**src/rtl/core/ccrf_pkg.sv**
```systemverilog
// Shared types and constants for the console command receive framer.
package ccrf_pkg;

  // Console control codes, taken as their ASCII values.
  localparam logic [7:0] CTRL_R  = 8'h12;
  localparam logic [7:0] CTRL_X  = 8'h18;
  localparam logic [7:0] CTRL_Z  = 8'h1A;
  localparam logic [7:0] NEWLINE = 8'h0A;

  // Configuration register indexes.
  localparam int unsigned CFG_IDX_W = 1;
  localparam logic [CFG_IDX_W-1:0] CFG_MANUFACTURING_MODE = 1'd0;
  localparam logic [CFG_IDX_W-1:0] CFG_RESPONSE_BYTE      = 1'd1;
  localparam int unsigned CFG_DATA_W = 8;

  // Receive mode, one-hot.
  typedef enum logic [2:0] {
    ST_READY = 3'b001,
    ST_BUSY  = 3'b010,
    ST_BOOT  = 3'b100
  } rx_state_t;

  // One result beat.
  typedef struct packed {
    logic       flush_queues;
    logic       push_valid;
    logic       forward_valid;
    logic [7:0] out_byte;
    logic       command_complete;
    logic       rearbitrate;
    logic       cpu_response;
  } result_t;

endpackage

```
**src/rtl/core/ccrf_rx_if.sv**
```systemverilog
// Received-byte channel: valid/ready handshake with one byte of payload.
interface ccrf_rx_if;
  logic       valid;
  logic       ready;
  logic [7:0] rx_byte;

  modport source (output valid, output rx_byte, input ready);
  modport sink   (input valid, input rx_byte, output ready);
endinterface

```
**src/rtl/core/ccrf_res_if.sv**
```systemverilog
// Result channel: valid/ready handshake with the framer's result fields.
interface ccrf_res_if;
  logic       valid;
  logic       ready;
  logic       flush_queues;
  logic       push_valid;
  logic       forward_valid;
  logic [7:0] out_byte;
  logic       command_complete;
  logic       rearbitrate;
  logic       cpu_response;

  modport source (output valid, output flush_queues, output push_valid,
                  output forward_valid, output out_byte, output command_complete,
                  output rearbitrate, output cpu_response, input ready);
  modport sink   (input valid, input flush_queues, input push_valid,
                  input forward_valid, input out_byte, input command_complete,
                  input rearbitrate, input cpu_response, output ready);
endinterface

```
**src/rtl/core/ccrf_decode.sv**
```systemverilog
// Priority decode of one received byte against the current receive mode.
module ccrf_decode (
  input  logic [7:0]         rx_byte,
  input  ccrf_pkg::rx_state_t state,
  input  logic               manufacturing_mode,
  input  logic [7:0]         response_byte,
  output ccrf_pkg::rx_state_t state_next,
  output ccrf_pkg::result_t  result
);

  logic is_z;
  logic is_x;
  logic is_r;
  logic is_nl;

  assign is_z  = (rx_byte == ccrf_pkg::CTRL_Z);
  assign is_x  = (rx_byte == ccrf_pkg::CTRL_X);
  assign is_r  = (rx_byte == ccrf_pkg::CTRL_R);
  assign is_nl = (rx_byte == ccrf_pkg::NEWLINE);

  // First match wins.
  always_comb begin
    state_next              = state;
    result                  = '0;
    result.out_byte         = rx_byte;
    if (is_z) begin
      result.flush_queues   = 1'b1;
      state_next            = ccrf_pkg::ST_READY;
    end else if (state == ccrf_pkg::ST_BOOT && rx_byte == response_byte) begin
      result.cpu_response   = 1'b1;
    end else if (!manufacturing_mode && is_x) begin
      // dropped
    end else if (manufacturing_mode && state == ccrf_pkg::ST_READY && !is_x) begin
      result.forward_valid  = 1'b1;
    end else if (is_r && state != ccrf_pkg::ST_BOOT) begin
      result.flush_queues   = 1'b1;
      result.rearbitrate    = 1'b1;
      state_next            = ccrf_pkg::ST_BOOT;
    end else if (state == ccrf_pkg::ST_READY && !is_nl) begin
      // only Ctrl-X in manufacturing mode reaches here unqueued
      result.push_valid     = !(manufacturing_mode && is_x);
      state_next            = ccrf_pkg::ST_BUSY;
    end else if (state == ccrf_pkg::ST_BUSY && is_nl) begin
      result.push_valid       = 1'b1;
      result.command_complete = 1'b1;
      state_next              = ccrf_pkg::ST_READY;
    end else begin
      result.push_valid     = 1'b1;
    end
  end

endmodule

```
**src/rtl/core/ccrf_out_buf.sv**
```systemverilog
// Output register with a skid entry so input keeps flowing while a result waits.
module ccrf_out_buf (
  input  logic              clk,
  input  logic              rst,
  input  logic              in_fire,
  input  ccrf_pkg::result_t in_result,
  output logic              in_ready,
  output logic              out_valid,
  input  logic              out_ready,
  output ccrf_pkg::result_t out_result
);

  logic              skid_valid;
  ccrf_pkg::result_t skid_result;

  assign in_ready = !skid_valid;

  always_ff @(posedge clk) begin
    if (rst) begin
      out_valid  <= 1'b0;
      skid_valid <= 1'b0;
    end else if (out_ready || !out_valid) begin
      if (skid_valid) begin
        out_valid  <= 1'b1;
        skid_valid <= 1'b0;
      end else begin
        out_valid  <= in_fire;
      end
    end else if (in_fire) begin
      skid_valid <= 1'b1;
    end
  end

  // payload, no reset
  always_ff @(posedge clk) begin
    if (out_ready || !out_valid) begin
      if (skid_valid) begin
        out_result <= skid_result;
      end else begin
        out_result <= in_result;
      end
    end else if (in_fire) begin
      skid_result <= in_result;
    end
  end

endmodule

```
**src/rtl/core/console_command_rx_framer_unit.sv**
```systemverilog
// Console command receive framer: top level with mode register, config and output buffer.
//
//  channel  | dir | payload                                   | handshake
//  ---------+-----+-------------------------------------------+-------------
//  rx       | in  | rx_byte[7:0]                              | valid/ready
//  res      | out | flush_queues push_valid forward_valid     | valid/ready
//           |     | out_byte[7:0] command_complete            |
//           |     | rearbitrate cpu_response                  |
//  cfg      | in  | cfg_we, cfg_index[0], cfg_wdata[7:0]      | write strobe
//
// One beat in per clock while rx.ready is high. The byte is decoded against the
// mode register in the cycle it is accepted; the mode updates on that edge and the
// result is captured on the same edge, in the output register if that is free or
// being taken, else in the skid entry; res is offered from the output register.
// A two-entry output buffer (output register plus skid entry) keeps rx.ready
// high while a single result waits; rx stalls only once both entries are full.
// Synchronous active-high reset: mode to ready, config registers to zero,
// output buffer empty.
module console_command_rx_framer_unit (
  input  logic                              clk,
  input  logic                              rst,
  ccrf_rx_if.sink                           rx,
  ccrf_res_if.source                        res,
  input  logic                              cfg_we,
  input  logic [ccrf_pkg::CFG_IDX_W-1:0]    cfg_index,
  input  logic [ccrf_pkg::CFG_DATA_W-1:0]   cfg_wdata
);

  ccrf_pkg::rx_state_t state;
  ccrf_pkg::rx_state_t state_next;
  ccrf_pkg::result_t   dec_result;
  ccrf_pkg::result_t   out_result;
  logic                manufacturing_mode;
  logic [7:0]          response_byte;
  logic                in_ready;
  logic                in_fire;

  assign rx.ready = in_ready;
  assign in_fire  = rx.valid && in_ready;

  // Config writes: user must write only while idle; not enforced, no datapath interlock.
  always_ff @(posedge clk) begin
    if (rst) begin
      manufacturing_mode <= 1'b0;
      response_byte      <= 8'd0;
    end else if (cfg_we) begin
      case (cfg_index)
        ccrf_pkg::CFG_MANUFACTURING_MODE: manufacturing_mode <= cfg_wdata[0];
        ccrf_pkg::CFG_RESPONSE_BYTE:      response_byte      <= cfg_wdata[7:0];
        default: ;
      endcase
    end
  end

  // Mode register advances on every accepted beat.
  always_ff @(posedge clk) begin
    if (rst) begin
      state <= ccrf_pkg::ST_READY;
    end else if (in_fire) begin
      state <= state_next;
    end
  end

  ccrf_decode u_decode (
    .rx_byte            (rx.rx_byte),
    .state              (state),
    .manufacturing_mode (manufacturing_mode),
    .response_byte      (response_byte),
    .state_next         (state_next),
    .result             (dec_result)
  );

  ccrf_out_buf u_out_buf (
    .clk        (clk),
    .rst        (rst),
    .in_fire    (in_fire),
    .in_result  (dec_result),
    .in_ready   (in_ready),
    .out_valid  (res.valid),
    .out_ready  (res.ready),
    .out_result (out_result)
  );

  assign res.flush_queues     = out_result.flush_queues;
  assign res.push_valid       = out_result.push_valid;
  assign res.forward_valid    = out_result.forward_valid;
  assign res.out_byte         = out_result.out_byte;
  assign res.command_complete = out_result.command_complete;
  assign res.rearbitrate      = out_result.rearbitrate;
  assign res.cpu_response     = out_result.cpu_response;

  // Ctrl-Z always lands in ready.
  a_ctrl_z_ready: assert property (@(posedge clk) disable iff (rst)
    in_fire && rx.rx_byte == ccrf_pkg::CTRL_Z |=> state == ccrf_pkg::ST_READY)
    else $error("Ctrl-Z did not return mode to ready");

  // A byte is never both queued and forwarded.
  a_push_fwd_excl: assert property (@(posedge clk) disable iff (rst)
    res.valid |-> !(res.push_valid && res.forward_valid))
    else $error("push and forward both set");

  // Command completion only with a queued newline.
  a_complete_nl: assert property (@(posedge clk) disable iff (rst)
    res.valid && res.command_complete |->
      res.push_valid && res.out_byte == ccrf_pkg::NEWLINE)
    else $error("command_complete without queued newline");

  // Rearbitration always flushes and enters boot.
  a_rearb_boot: assert property (@(posedge clk) disable iff (rst)
    in_fire && dec_result.rearbitrate |=> state == ccrf_pkg::ST_BOOT)
    else $error("rearbitrate without entering boot");

  // Ready drops only while a result is held in the output register.
  a_stall_held: assert property (@(posedge clk) disable iff (rst)
    !in_ready |-> res.valid)
    else $error("input stalled with empty output");

endmodule

```
**src/flat_wrapper.sv**
```systemverilog
// flat-port wrapper written by rule: the top's interface ports become plain ports
module console_command_rx_framer_unit_flat 
  (clk, rst, cfg_we, cfg_index, cfg_wdata, rx_valid, rx_rx_byte, rx_ready, res_valid, res_flush_queues, res_push_valid, res_forward_valid, res_out_byte, res_command_complete, res_rearbitrate, res_cpu_response, res_ready);
  ccrf_rx_if rx_i ();
  ccrf_res_if res_i ();
  input  logic clk;
  input  logic rst;
  input  logic cfg_we;
  input  logic [ccrf_pkg::CFG_IDX_W-1:0] cfg_index;
  input  logic [ccrf_pkg::CFG_DATA_W-1:0] cfg_wdata;
  input wire logic [$bits(rx_i.valid)-1:0] rx_valid;
  input wire logic [$bits(rx_i.rx_byte)-1:0] rx_rx_byte;
  output wire logic [$bits(rx_i.ready)-1:0] rx_ready;
  output wire logic [$bits(res_i.valid)-1:0] res_valid;
  output wire logic [$bits(res_i.flush_queues)-1:0] res_flush_queues;
  output wire logic [$bits(res_i.push_valid)-1:0] res_push_valid;
  output wire logic [$bits(res_i.forward_valid)-1:0] res_forward_valid;
  output wire logic [$bits(res_i.out_byte)-1:0] res_out_byte;
  output wire logic [$bits(res_i.command_complete)-1:0] res_command_complete;
  output wire logic [$bits(res_i.rearbitrate)-1:0] res_rearbitrate;
  output wire logic [$bits(res_i.cpu_response)-1:0] res_cpu_response;
  input wire logic [$bits(res_i.ready)-1:0] res_ready;
  assign rx_i.valid = rx_valid;
  assign rx_i.rx_byte = rx_rx_byte;
  assign rx_ready = rx_i.ready;
  assign res_valid = res_i.valid;
  assign res_flush_queues = res_i.flush_queues;
  assign res_push_valid = res_i.push_valid;
  assign res_forward_valid = res_i.forward_valid;
  assign res_out_byte = res_i.out_byte;
  assign res_command_complete = res_i.command_complete;
  assign res_rearbitrate = res_i.rearbitrate;
  assign res_cpu_response = res_i.cpu_response;
  assign res_i.ready = res_ready;
  console_command_rx_framer_unit u_core (.clk(clk), .rst(rst), .rx(rx_i), .res(res_i), .cfg_we(cfg_we), .cfg_index(cfg_index), .cfg_wdata(cfg_wdata));
endmodule
```
**config.mk**
```make
export PLATFORM = sky130hd
export DESIGN_NAME = console_command_rx_framer_unit_flat
export DESIGN_NICKNAME = d
export VERILOG_FILES = /design/src/rtl/core/ccrf_pkg.sv /design/src/rtl/core/ccrf_rx_if.sv /design/src/rtl/core/ccrf_res_if.sv /design/src/rtl/core/ccrf_decode.sv /design/src/rtl/core/ccrf_out_buf.sv /design/src/rtl/core/console_command_rx_framer_unit.sv /design/src/flat_wrapper.sv
export SDC_FILE = /design/constraint.sdc
export NUM_CORES = 1
export LEC_CHECK = 0
export BUFFER_PORTS_ARGS = -buffer_cell sky130_fd_sc_hd__clkbuf_2
export CAP_MARGIN = 5
export CELL_PAD_IN_SITES_DETAIL_PLACEMENT = 0
export CELL_PAD_IN_SITES_GLOBAL_PLACEMENT = 1
export CORE_MARGIN = 3
export CORE_UTILIZATION = 46
export CTS_BUF_LIST = sky130_fd_sc_hd__clkbuf_4 sky130_fd_sc_hd__clkbuf_8
export DETAILED_ROUTE_END_ITERATION = 16
export PLACE_DENSITY_LB_ADDON = 0.1
export SYNTH_ARGS = -nofsm -noshare
export SYNTH_HDL_FRONTEND = slang
export SYNTH_HIERARCHICAL = 1
export SYNTH_SLANG_ARGS = --single-unit
```
**constraint.sdc**
```tcl
create_clock -name clk -period 2.9 [get_ports clk]
set_clock_uncertainty 0.2 [all_clocks]
set_input_delay 0.145 -clock clk [delete_from_list [all_inputs] [get_ports clk]]
set_output_delay 0.145 -clock clk [all_outputs]
set_load 0.01 [all_outputs]
```
==> impl_metrics.csv, run 1 <==
group,metric,value,unit
worst_setup_path,crit_chain,"dlygate4sd3_1, clkbuf_2, nor4b_2, nor4b_1, o21ai_0, o2111a_1, mux2_2",
synthesis,ys.flop_type,"edfxtp_1",
timing,setup_viol,0,
grt,gr-total-overflow,0,
placement,place_congestion,0.916,
worst_setup_path,worstReg2RegStart,"u_core/manufacturing_mode",
grt,gr-usage-met2,0.242,
die,fp.dieW,74,um
synthesis,ys_ff_latch,42,
clocking,clk_transition_reported_paths,0.08,ns
timing,rsz0062_at_grt,"no",
detailed_routing,drtAntennaViolNets,0,
final_layout,drive_gt1_frac,0.358,
power_and_ir_drop,ir_worst_vdd,0.000231,V
placement,place.detailed.hpwl,2830,um
worst_setup_path,max_stage_delay,0.55,ns
worst_setup_path,worstSetupStartpoint,"rx_rx_byte[7]",
worst_setup_path,start_kind,"input pin",
grt,grt_pass1_vias,1373,
synthesis,async_flop_share,0,
grt,gr-usage-met3,0.0432,
final_layout,register_area,0.00112,sq mm
synthesis,ys_seq_area_frac,0.527,
timing,drv_slew,0,
synthesis,synth_area_leaders,"edfxtp_1 40%, dfxtp_1 13%, mux2_4 5.6%",
detailed_routing,drt_wl_total,3940,um
final_layout,final_cell_mix,"37 x clkbuf_2, 28 x edfxtp_1, 16 x dlygate4sd3_1",
worst_setup_path,endpoint,"u_core/u_out_buf/out_result[12]",
clocking,cts_made_buffers,5,
timing,timing.final.hold_violations,0,
synthesis,syn_area_per_cell,12.8,sq um
worst_setup_path,cpMaxStageDelayCell,"nor4b_1",
timing,post-route-min-period,2.60,ns
final_layout,final_common_cell,"clkbuf_2",
timing,slew_headroom,0.560,
grt,grt-busiest-layer,"met2",
synthesis,synth_area,0.00213,sq mm
job,cap_violations,0,
final_layout,multi_input_area,861,sq um
timing,tightestPinTransition,0.658,ns
grt,met1_usage,0.198,
grt,grt_max_degree,18,
worst_setup_path,cp.required,2.74,ns
worst_setup_path,r2r_end,"u_core/u_out_buf/out_result[13]",
placement,io_buffers,37,
synthesis,syn_inst,166,
die,core_area,0.00441,sq mm
die,die_y,74,um
worst_setup_path,arrival,2.44,ns
synthesis,synth_nets,188,
timing,setup_tns,0,ns
worst_setup_path,worstSetupEndpointType,"flip-flop",
clocking,clockBufferDepth,2,
worst_setup_path,worstSetupPathType,"in2reg",
status,status,"complete, no violations",
synthesis,synth_edf_count,28,
detailed_routing,post_drt_wl_per_cell,14.8,um
grt,antenna_found_initial,0,
placement,dp.cells,243,
clocking,tritoncts,"yes",
detailed_routing,viasPerCell,5.36,
final_layout,num-fill-cells,370,
worst_setup_path,rr_worst_depth,5,
power_and_ir_drop,leakage,1.01,nW
die,ios,38,
synthesis,yosysWarningCount,6,
timing,fmax,385,MHz
grt,grt_pass1_wl,6500,um
clocking,root_buffer,"clkbuf_8",
grt,track_usage,0.157,
detailed_routing,drt_iter0_drc,41,
synthesis,yosysUniqueCellTypes,45,
worst_setup_path,r2r_slack,0.64,ns
final_layout,instances_no_fill,267,
clocking,worstSkewPairLatency,0.29,ns
die,start_util,0.482,
die,dieArea,0.00548,sq mm
final_layout,nets,236,
clocking,cts.sinks,42,
worst_hold_path,hp-class,"in2reg",
detailed_routing,drt-pass1-iter-count,4,
final_layout,num_antenna_cells,0,
power_and_ir_drop,power.density,475,mW/mm^2
clocking,ctsHtreeMaxLevel,2,
final_layout,syn_to_final_growth,18.4,%
synthesis,synth_top_area_cell,"edfxtp_1",
detailed_routing,vias,1430,
timing,fin_crit_sh,0.895,
worst_setup_path,path_max_fanout,6,
die,rows,24,
detailed_routing,route.detailed.drc,0,
synthesis,synth_top_area_share,0.395,
-- cell usage after synthesis, drive strengths merged, types with 3 or more instances --
cell type / n
nor3: 6
nand3: 10
xor2: 6
nor4b: 3
buf: 15
edfxtp: 28
inv: 5
mux2: 14
nand2b: 5
nor2: 5
a21oi: 15
dfxtp: 14
a21bo: 9
-- state kept, by name, indices dropped and copies added, names as in the netlist --
name and cells:
u_core/response_byte 8, u_core/u_out_buf/skid_valid 1, u_core/manufacturing_mode 1, u_core/u_out_buf/out_result 14, u_core/u_out_buf/skid_result 14, u_core/u_out_buf/out_valid 1, u_core/state 3
-- layer usage --
layer / up-vias / part of all wire / wire length [um]
li1: 706 / - / -
met3: 9 / 0.051 / 200
met5: - / 0 / 0
met4: 0 / 0.026 / 104
met2: 40 / 0.46 / 1800
met1: 675 / 0.47 / 1840
-- worst max-delay path, delay by kind of cell --
kind                   cells  cell delay (ns)
AND/OR/NAND/NOR            2             0.96
buffers and inverters      2             0.71
AO/OA/AOI/OAI              2             0.36
multiplexers               1             0.26
-- repair_timing --
item,4_1_cts,5_1_grt
hold buffers,16,0
setup endpoints to repair,0,1
gates resized for setup,0,1
setup buffers,0,0
endpoints found under the hold margin,19,0
-- how the worst min path moves through the flow --
stage	cells after the start	from	slack, ns	end
after CTS	2	rst	0.03	u_core/response_byte[2]
after detailed placement	3	cfg_wdata[5]	0.19	u_core/response_byte[5]
after global placement	3	cfg_wdata[3]	0.18	u_core/response_byte[3]
final	2	rst	0.03	u_core/response_byte[1]
after floorplan	1	rst	0.01	u_core/u_out_buf/out_valid
after global routing	2	rst	0.04	u_core/response_byte[2]
-- kinds of logic (layout without fill, tap and decap cells) --
| group | Yosys count | in the layout | synth area share |
|---|---|---|---|
| xor+xnor | 8 | 8 | 0.0329 |
| simple gates | 45 | 45 | 0.145 |
| compound gates | 35 | 35 | 0.125 |
| mux | 16 | 16 | 0.0976 |
| buf+inv | 20 | 69 | 0.0724 |
| flops | 42 | 42 | 0.527 |
-- report_power, final --
group	internal [W]	switching, W	total [W]
logic	0.0000802	0.0000783	0.000159
clock network	0.000165	0.000193	0.000358
registers	0.000667	0.0000133	0.000680
total	0.000912	0.000285	0.00120
-- layout make-up --
| cell class | count | area share |
|---|---|---|
| Clock inverter | 3 | 0.00646 |
| Timing Repair Buffer | 56 | 0.146 |
| Sequential cell | 42 | 0.445 |
| Tap cell | 52 | 0.0258 |
| Inverter | 5 | 0.00745 |
| Clock buffer | 5 | 0.0273 |
| Multi-Input combinational cell | 104 | 0.342 |
-- metrics by stage --
step	worst slack, ns	power, W	hold WS [ns]	cell area [sq um]	util
after detailed placement	0.540	0.000837	0.189	2260	0.513
final	0.304	0.00120	0.0302	2520	0.571
after global routing	0.117	0.00125	0.0388	2520	0.571
after floorplan	0.735	0.000791	0.0141	2130	-
after CTS	0.279	0.00121	0.0263	2510	0.569
after global placement	0.667	0.000833	0.180	2260	0.513
Note: power is estimated with default switching activity, not from simulation.
==> run 2: changes to the inputs <==
--- a/config.mk
+++ b/config.mk
@@ -7,13 +7,12 @@
 export LEC_CHECK = 0
 export BUFFER_PORTS_ARGS = -buffer_cell sky130_fd_sc_hd__clkbuf_2
 export CAP_MARGIN = 5
-export CELL_PAD_IN_SITES_DETAIL_PLACEMENT = 0
-export CELL_PAD_IN_SITES_GLOBAL_PLACEMENT = 1
 export CORE_MARGIN = 3
-export CORE_UTILIZATION = 46
+export CORE_UTILIZATION = 50
 export CTS_BUF_LIST = sky130_fd_sc_hd__clkbuf_4 sky130_fd_sc_hd__clkbuf_8
 export DETAILED_ROUTE_END_ITERATION = 16
-export PLACE_DENSITY_LB_ADDON = 0.1
+export GPL_TIMING_DRIVEN = 0
+export PLACE_DENSITY = 0.73
 export SYNTH_ARGS = -nofsm -noshare
 export SYNTH_HDL_FRONTEND = slang
 export SYNTH_HIERARCHICAL = 1
==> run 2 against run 1 <==
Compared with the run above: worst hold slack lost 0.011 ns; critical endpoint is now u_core/u_out_buf/skid_result[11]; final cell count up 1.5%; critical path type is now reg2reg; clock power grew 58%; critical path depth is 1 lower.
==> impl_metrics.csv, run 2 (synthesis results as in run 1) <==
group,metric,value,unit
timing,setup_tns,0,ns
final_layout,register_area,0.00112,sq mm
final_layout,num_antenna_cells,0,
die,fp.dieW,71.2,um
final_layout,drive_gt1_frac,0.407,
power_and_ir_drop,p_int,0.00112,W
clocking,cts_resized,0,
clocking,clk_transition_reported_paths,0.08,ns
power_and_ir_drop,seqPwrFrac,0.482,
power_and_ir_drop,power.density,540,mW/mm^2
timing,tightestPinTransition,1.21,ns
placement,io_buffers,37,
final_layout,final_common_cell,"clkbuf_2",
timing,timing.final.hold_violations,0,
detailed_routing,drt_iter0_drc,56,
clocking,ctsHtreeMaxLevel,2,
worst_setup_path,path_max_fanout,14,
grt,grt_pass1_vias,1471,
detailed_routing,drt_wl_total,4000,um
power_and_ir_drop,power.switching,0.000292,W
final_layout,multi_input_area,852,sq um
placement,place_congestion,0.853,
worst_hold_path,hold_depth,3,
final_layout,nets,242,
detailed_routing,drtAntennaViolNets,0,
grt,gr-total-overflow,0,
power_and_ir_drop,ir_worst_vdd,0.000282,V
power_and_ir_drop,switching_share,0.207,
worst_hold_path,min_to,"u_core/manufacturing_mode",
die,rows,23,
clocking,clockBufferDepth,2,
worst_setup_path,arrival,2.20,ns
worst_setup_path,worstSetupEndpointType,"flip-flop",
detailed_routing,route.detailed.drc,0,
job,cap_violations,0,
clocking,worstSkewPairLatency,0.29,ns
timing,rsz0062_at_grt,"no",
final_layout,num-fill-cells,315,
timing,slew_headroom,0.189,
detailed_routing,viasPerCell,5.38,
worst_setup_path,rr_worst_depth,6,
worst_setup_path,r2r_end,"u_core/u_out_buf/skid_result[11]",
final_layout,final_cell_mix,"37 x clkbuf_2, 28 x edfxtp_1, 14 x dfxtp_1",
grt,antenna_found_initial,0,
grt,grt_max_degree,18,
die,dieArea,0.00507,sq mm
placement,place.detailed.hpwl,2990,um
clocking,root_buffer,"clkbuf_8",
detailed_routing,drt-pass1-iter-count,4,
final_layout,largestRegisters,"u_core/u_out_buf/out_result x14, u_core/u_out_buf/skid_result x14, u_core/response_byte x8",
grt,grt_pass1_wl,6890,um
timing,post-route-min-period,2.49,ns
timing,fin_crit_sh,0.858,
worst_hold_path,hp-class,"in2reg",
placement,dp.cells,253,
detailed_routing,post_drt_wl_per_cell,14.8,um
power_and_ir_drop,leakage,1.08,nW
grt,track_usage,0.173,
die,start_util,0.524,
worst_setup_path,cp.required,2.61,ns
final_layout,syn_to_final_growth,23.1,%
timing,setup_viol,0,
power_and_ir_drop,clkPwrFrac,0.401,
clocking,cts.sinks,42,
detailed_routing,vias,1459,
worst_setup_path,worstSetupPathType,"reg2reg",
worst_setup_path,r2r_slack,0.41,ns
status,status,"complete, no violations",
timing,drv_slew,0,
clocking,tritoncts,"yes",
die,core_area,0.00406,sq mm
worst_setup_path,worstReg2RegStart,"u_core/u_out_buf/skid_valid",
die,ios,38,
clocking,hold_buffers,10,
power_and_ir_drop,combPwrFrac,0.117,
final_layout,instances_no_fill,271,
clocking,cts_made_buffers,5,
worst_hold_path,min-delay-start,"cfg_we",
timing,fmax,402,MHz
worst_setup_path,start_kind,"flip-flop",
clocking,post_cts_buffers,0,
die,die_y,71.2,um
## run 2: changes by cell type in the layout (fill, tap and decap cells not counted)
cell / previous run / this run
clkinv_1: 1 / 0
bufinv_16: 0 / 2
clkinvlp_4: 1 / 0
clkbuf_8: 5 / 6
buf_4: 3 / 8
dlygate4sd3_1: 16 / 10
clkinv_2: 1 / 0
buf_2: 0 / 2
nor4b_2: 1 / 2
buf_12: 0 / 1
buf_6: 0 / 4
nor4b_4: 1 / 0
## run 2: through the flow
stage / util / instance area [sq um] / total power (W) / setup slack (ns) / hold slack, ns
CTS: 0.645 / 2620 / 0.00143 / 0.374 / 0.0186
finish: 0.645 / 2620 / 0.00141 / 0.412 / 0.0188
floorplan: - / 2130 / 0.000791 / 0.735 / 0.0141
detailed placement: 0.585 / 2370 / 0.000851 / 0.381 / 0.187
global route: 0.645 / 2620 / 0.00147 / 0.230 / 0.0209
global placement: 0.585 / 2370 / 0.000845 / 0.512 / 0.179
## run 2: final cells by class
cell class                 count  share of cell area
timing repair buffer          47               0.109
multi-input combinational    104               0.326
tap                           50              0.0239
buffer                        15              0.0516
inverter                       5             0.00717
clock buffer                   6              0.0315
clock inverter                 2              0.0229
sequential                    42               0.428
## run 2: worst max-delay path by stage
| stage | endpoint | depth (start not counted) | slack [ns] | from |
|---|---|---|---|---|
| finish | u_core/u_out_buf/skid_result[11] | 6 | 0.41 | u_core/u_out_buf/skid_valid |
| global route | u_core/u_out_buf/skid_result[6] | 6 | 0.23 | u_core/u_out_buf/skid_valid |
| CTS | u_core/u_out_buf/skid_result[11] | 6 | 0.37 | u_core/u_out_buf/skid_valid |
| detailed placement | u_core/u_out_buf/skid_result[6] | 6 | 0.38 | u_core/u_out_buf/skid_valid |
| global placement | u_core/state[0] | 7 | 0.51 | rx_rx_byte[7] |
| floorplan | u_core/u_out_buf/skid_result[0] | 6 | 0.73 | u_core/u_out_buf/skid_valid |
## run 2: power groups by stage
stage | clock [W] | sequential [W] | combinational (W)
floorplan | 0 | 0.000700 | 0.0000912
global placement | 0 | 0.000694 | 0.000151
detailed placement | 0 | 0.000696 | 0.000156
CTS | 0.000579 | 0.000682 | 0.000167
global route | 0.000604 | 0.000684 | 0.000181
finish | 0.000567 | 0.000681 | 0.000165
## run 2: per-layer routing
layer  vias to the layer above  GRT usage  share of wire
met5                         -          0              0
met4                         0     0.0668          0.020
met3                         8     0.0421          0.042
met2                        33      0.303           0.51
met1                       697      0.204           0.43
li1                        721          -              -
## run 2: critical path, cell delays in order, from the launching register on
cell	delay (ns)
dfxtp_1	0.31
buf_6	0.13
buf_12	0.15
inv_1	0.15
and2_1	0.20
inv_1	0.05
nor2_1	0.91
==> run 3: changes to the inputs <==
--- a/config.mk
+++ b/config.mk
@@ -5,8 +5,9 @@
 export SDC_FILE = /design/constraint.sdc
 export NUM_CORES = 1
 export LEC_CHECK = 0
+export ABC_AREA = 1
 export BUFFER_PORTS_ARGS = -buffer_cell sky130_fd_sc_hd__clkbuf_2
-export CAP_MARGIN = 5
+export CAP_MARGIN = 10
 export CORE_MARGIN = 3
 export CORE_UTILIZATION = 50
 export CTS_BUF_LIST = sky130_fd_sc_hd__clkbuf_4 sky130_fd_sc_hd__clkbuf_8
==> run 3 against run 2 <==
Compared with the run above: critical path depth down 1; via count grew 20%; synthesized cell count rose by 51%; first-iteration DRC count is 25% higher; worst hold slack better by 0.0013 ns; critical endpoint is now u_core/u_out_buf/skid_result[7].
==> impl_metrics.csv, run 3 <==
group,metric,value,unit
detailed_routing,vias,1755,
die,die_y,70.9,um
die,rows,22,
final_layout,register_area,0.00112,sq mm
placement,place.detailed.hpwl,2950,um
detailed_routing,drt_wl_total,4100,um
final_layout,multi_input_area,754,sq um
timing,setup_viol,0,
power_and_ir_drop,switching_share,0.253,
clocking,ctsHtreeMaxLevel,2,
synthesis,synth_edf_count,28,
worst_setup_path,crit_buf_inv,3,
die,ios,38,
final_layout,num-fill-cells,333,
worst_setup_path,worstSetupPathType,"in2reg",
clocking,cts_resized,0,
detailed_routing,post_drt_wl_per_cell,11.1,um
timing,drv_slew,0,
timing,setup_ws,0.426,ns
final_layout,drive_gt1_frac,0.244,
placement,pre_cts_ws,0.523,ns
power_and_ir_drop,leakage,1.26,nW
synthesis,yosysUniqueCellTypes,25,
clocking,worstSkewPairLatency,0.29,ns
power_and_ir_drop,power.switching,0.000314,W
timing,setup_tns,0,ns
grt,gr-total-overflow,0,
synthesis,async_flop_share,0,
clocking,clockBufferDepth,2,
worst_setup_path,path_max_fanout,15,
grt,grt_max_degree,16,
synthesis,syn_area_per_cell,8.39,sq um
power_and_ir_drop,p_int,0.000927,W
synthesis,ys.flop_type,"edfxtp_1",
detailed_routing,drtAntennaViolNets,0,
final_layout,syn_to_final_growth,27.3,%
synthesis,synth_area_leaders,"edfxtp_1 40%, nand2_1 15%, dfxtp_1 13%",
grt,antenna_found_initial,0,
power_and_ir_drop,power.density,463,mW/mm^2
synthesis,yosysMostFrequentCell,"nand2_1",
grt,grt_pass1_wl,7140,um
worst_setup_path,start_kind,"input pin",
synthesis,yosysWarningCount,6,
timing,fmax,404,MHz
synthesis,ys_ff_latch,42,
detailed_routing,viasPerCell,4.77,
detailed_routing,drt_iter0_drc,70,
worst_setup_path,crit_chain,"dlygate4sd3_1, clkbuf_2, inv_1, nand2_1, nor2_1",
grt,grt_pass1_vias,1723,
clocking,tritoncts,"yes",
clocking,clk_transition_reported_paths,0.08,ns
status,status,"complete, no violations",
placement,place_congestion,0.956,
worst_setup_path,cpMaxStageDelayCell,"nor2_1",
synthesis,ys_seq_area_frac,0.532,
job,cap_violations,0,
power_and_ir_drop,seqPwrFrac,0.554,
worst_setup_path,worstSetupEndpointType,"flip-flop",
timing,post-route-min-period,2.47,ns
power_and_ir_drop,power,0.00124,W
timing,fin_crit_sh,0.853,
final_layout,final_cell_area,0.00268,sq mm
worst_setup_path,critical_path.top_delay_family,"simple AND/OR/NAND/NOR gates",
final_layout,final_cell_mix,"86 x nand2_1, 36 x clkbuf_2, 28 x edfxtp_1",
final_layout,nets,341,
final_layout,final_core_util,0.696,
power_and_ir_drop,clkPwrFrac,0.290,
detailed_routing,drt-pass1-iter-count,4,
worst_setup_path,max_stage_delay,0.98,ns
die,core_area,0.00385,sq mm
clocking,cts_made_buffers,5,
die,dieArea,0.00503,sq mm
timing,tightestPinTransition,1.10,ns
placement,io_buffers,36,
clocking,cts.sinks,42,
timing,rsz0062_at_grt,"no",
synthesis,synth_top_area_cell,"edfxtp_1",
synthesis,synth_common_cells,"86 x nand2_1, 28 x edfxtp_1, 23 x nand3_1",
synthesis,syn_inst,251,
placement,postPlaceCellArea,0.00235,sq mm
grt,track_usage,0.179,
worst_hold_path,hp-class,"in2reg",
detailed_routing,route.detailed.drc,0,
final_layout,final_common_cell,"nand2_1",
synthesis,synth_area,0.00211,sq mm
synthesis,synth_nets,273,
clocking,post_cts_buffers,0,
clocking,root_buffer,"clkbuf_8",
timing,slew_headroom,0.263,
synthesis,synth_top_area_share,0.399,
power_and_ir_drop,combPwrFrac,0.156,
power_and_ir_drop,ir_worst_vdd,0.000237,V
final_layout,num_antenna_cells,0,
timing,timing.final.hold_violations,0,
worst_setup_path,cp.required,2.61,ns
final_layout,largestRegisters,"u_core/u_out_buf/out_result x14, u_core/u_out_buf/skid_result x14, u_core/response_byte x8",
die,fp.dieW,70.9,um
worst_setup_path,arrival,2.19,ns
die,start_util,0.547,
## run 3: through the flow
stage | hold slack, ns | instances
final | 0.0200 | 368
after global routing | 0.0237 | 368
after CTS | 0.0148 | 368
after detailed placement | 0.189 | 335
after global placement | 0.188 | 335
after floorplan | 0.0969 | 251
## run 3: layer usage
metal | vias up | track usage | part of all wire
met2 | 42 | 0.322 | 0.50
met5 | - | 0 | 0
li1 | 923 | - | -
met4 | 0 | 0.0772 | 0.021
met1 | 781 | 0.202 | 0.43
met3 | 9 | 0.0398 | 0.045
## run 3: power by group through the flow
stage	sequential, W	clock, W	combinational, W
after floorplan	0.000709	0	0.000105
after global placement	0.000700	0	0.000165
after detailed placement	0.000702	0	0.000169
after CTS	0.000688	0.000373	0.000193
after global routing	0.000691	0.000395	0.000219
final	0.000688	0.000361	0.000193
## run 3: cell families (layout without fill, tap and decap cells)
logic type      Yosys count  in the layout  share of synthesized area
compound gates           15             15                     0.0356
flops                    42             42                      0.532
buf+inv                  43            112                      0.110
simple gates            147            147                      0.306
xor+xnor                  4              4                     0.0166
## run 3: area by class of cell
class,count,area share
clock inverter,3,0.00606
multi-input combinational,166,0.281
tap,48,0.0224
buffer,14,0.0438
sequential,42,0.418
clock buffer,5,0.0257
timing repair buffer,61,0.160
inverter,29,0.0424
## run 3: path summary, 6_finish.rpt
check                                                 start                               to  slack [ns]  cells past startpoint
worst max-delay path                              res_ready  u_core/u_out_buf/skid_result[7]        0.43                      5
worst max register to register  u_core/u_out_buf/skid_valid  u_core/u_out_buf/skid_result[7]        0.51                      7
worst min register to register      u_core/response_byte[7]          u_core/response_byte[7]        0.28                      2
worst min-delay path                          rx_rx_byte[3]  u_core/u_out_buf/skid_result[6]        0.02                      2
## run 3: repair_timing
action | 4_1_cts | 5_1_grt
setup endpoints to repair | 0 | 0
endpoints found under the hold margin | 17 | 0
hold buffers | 25 | 0
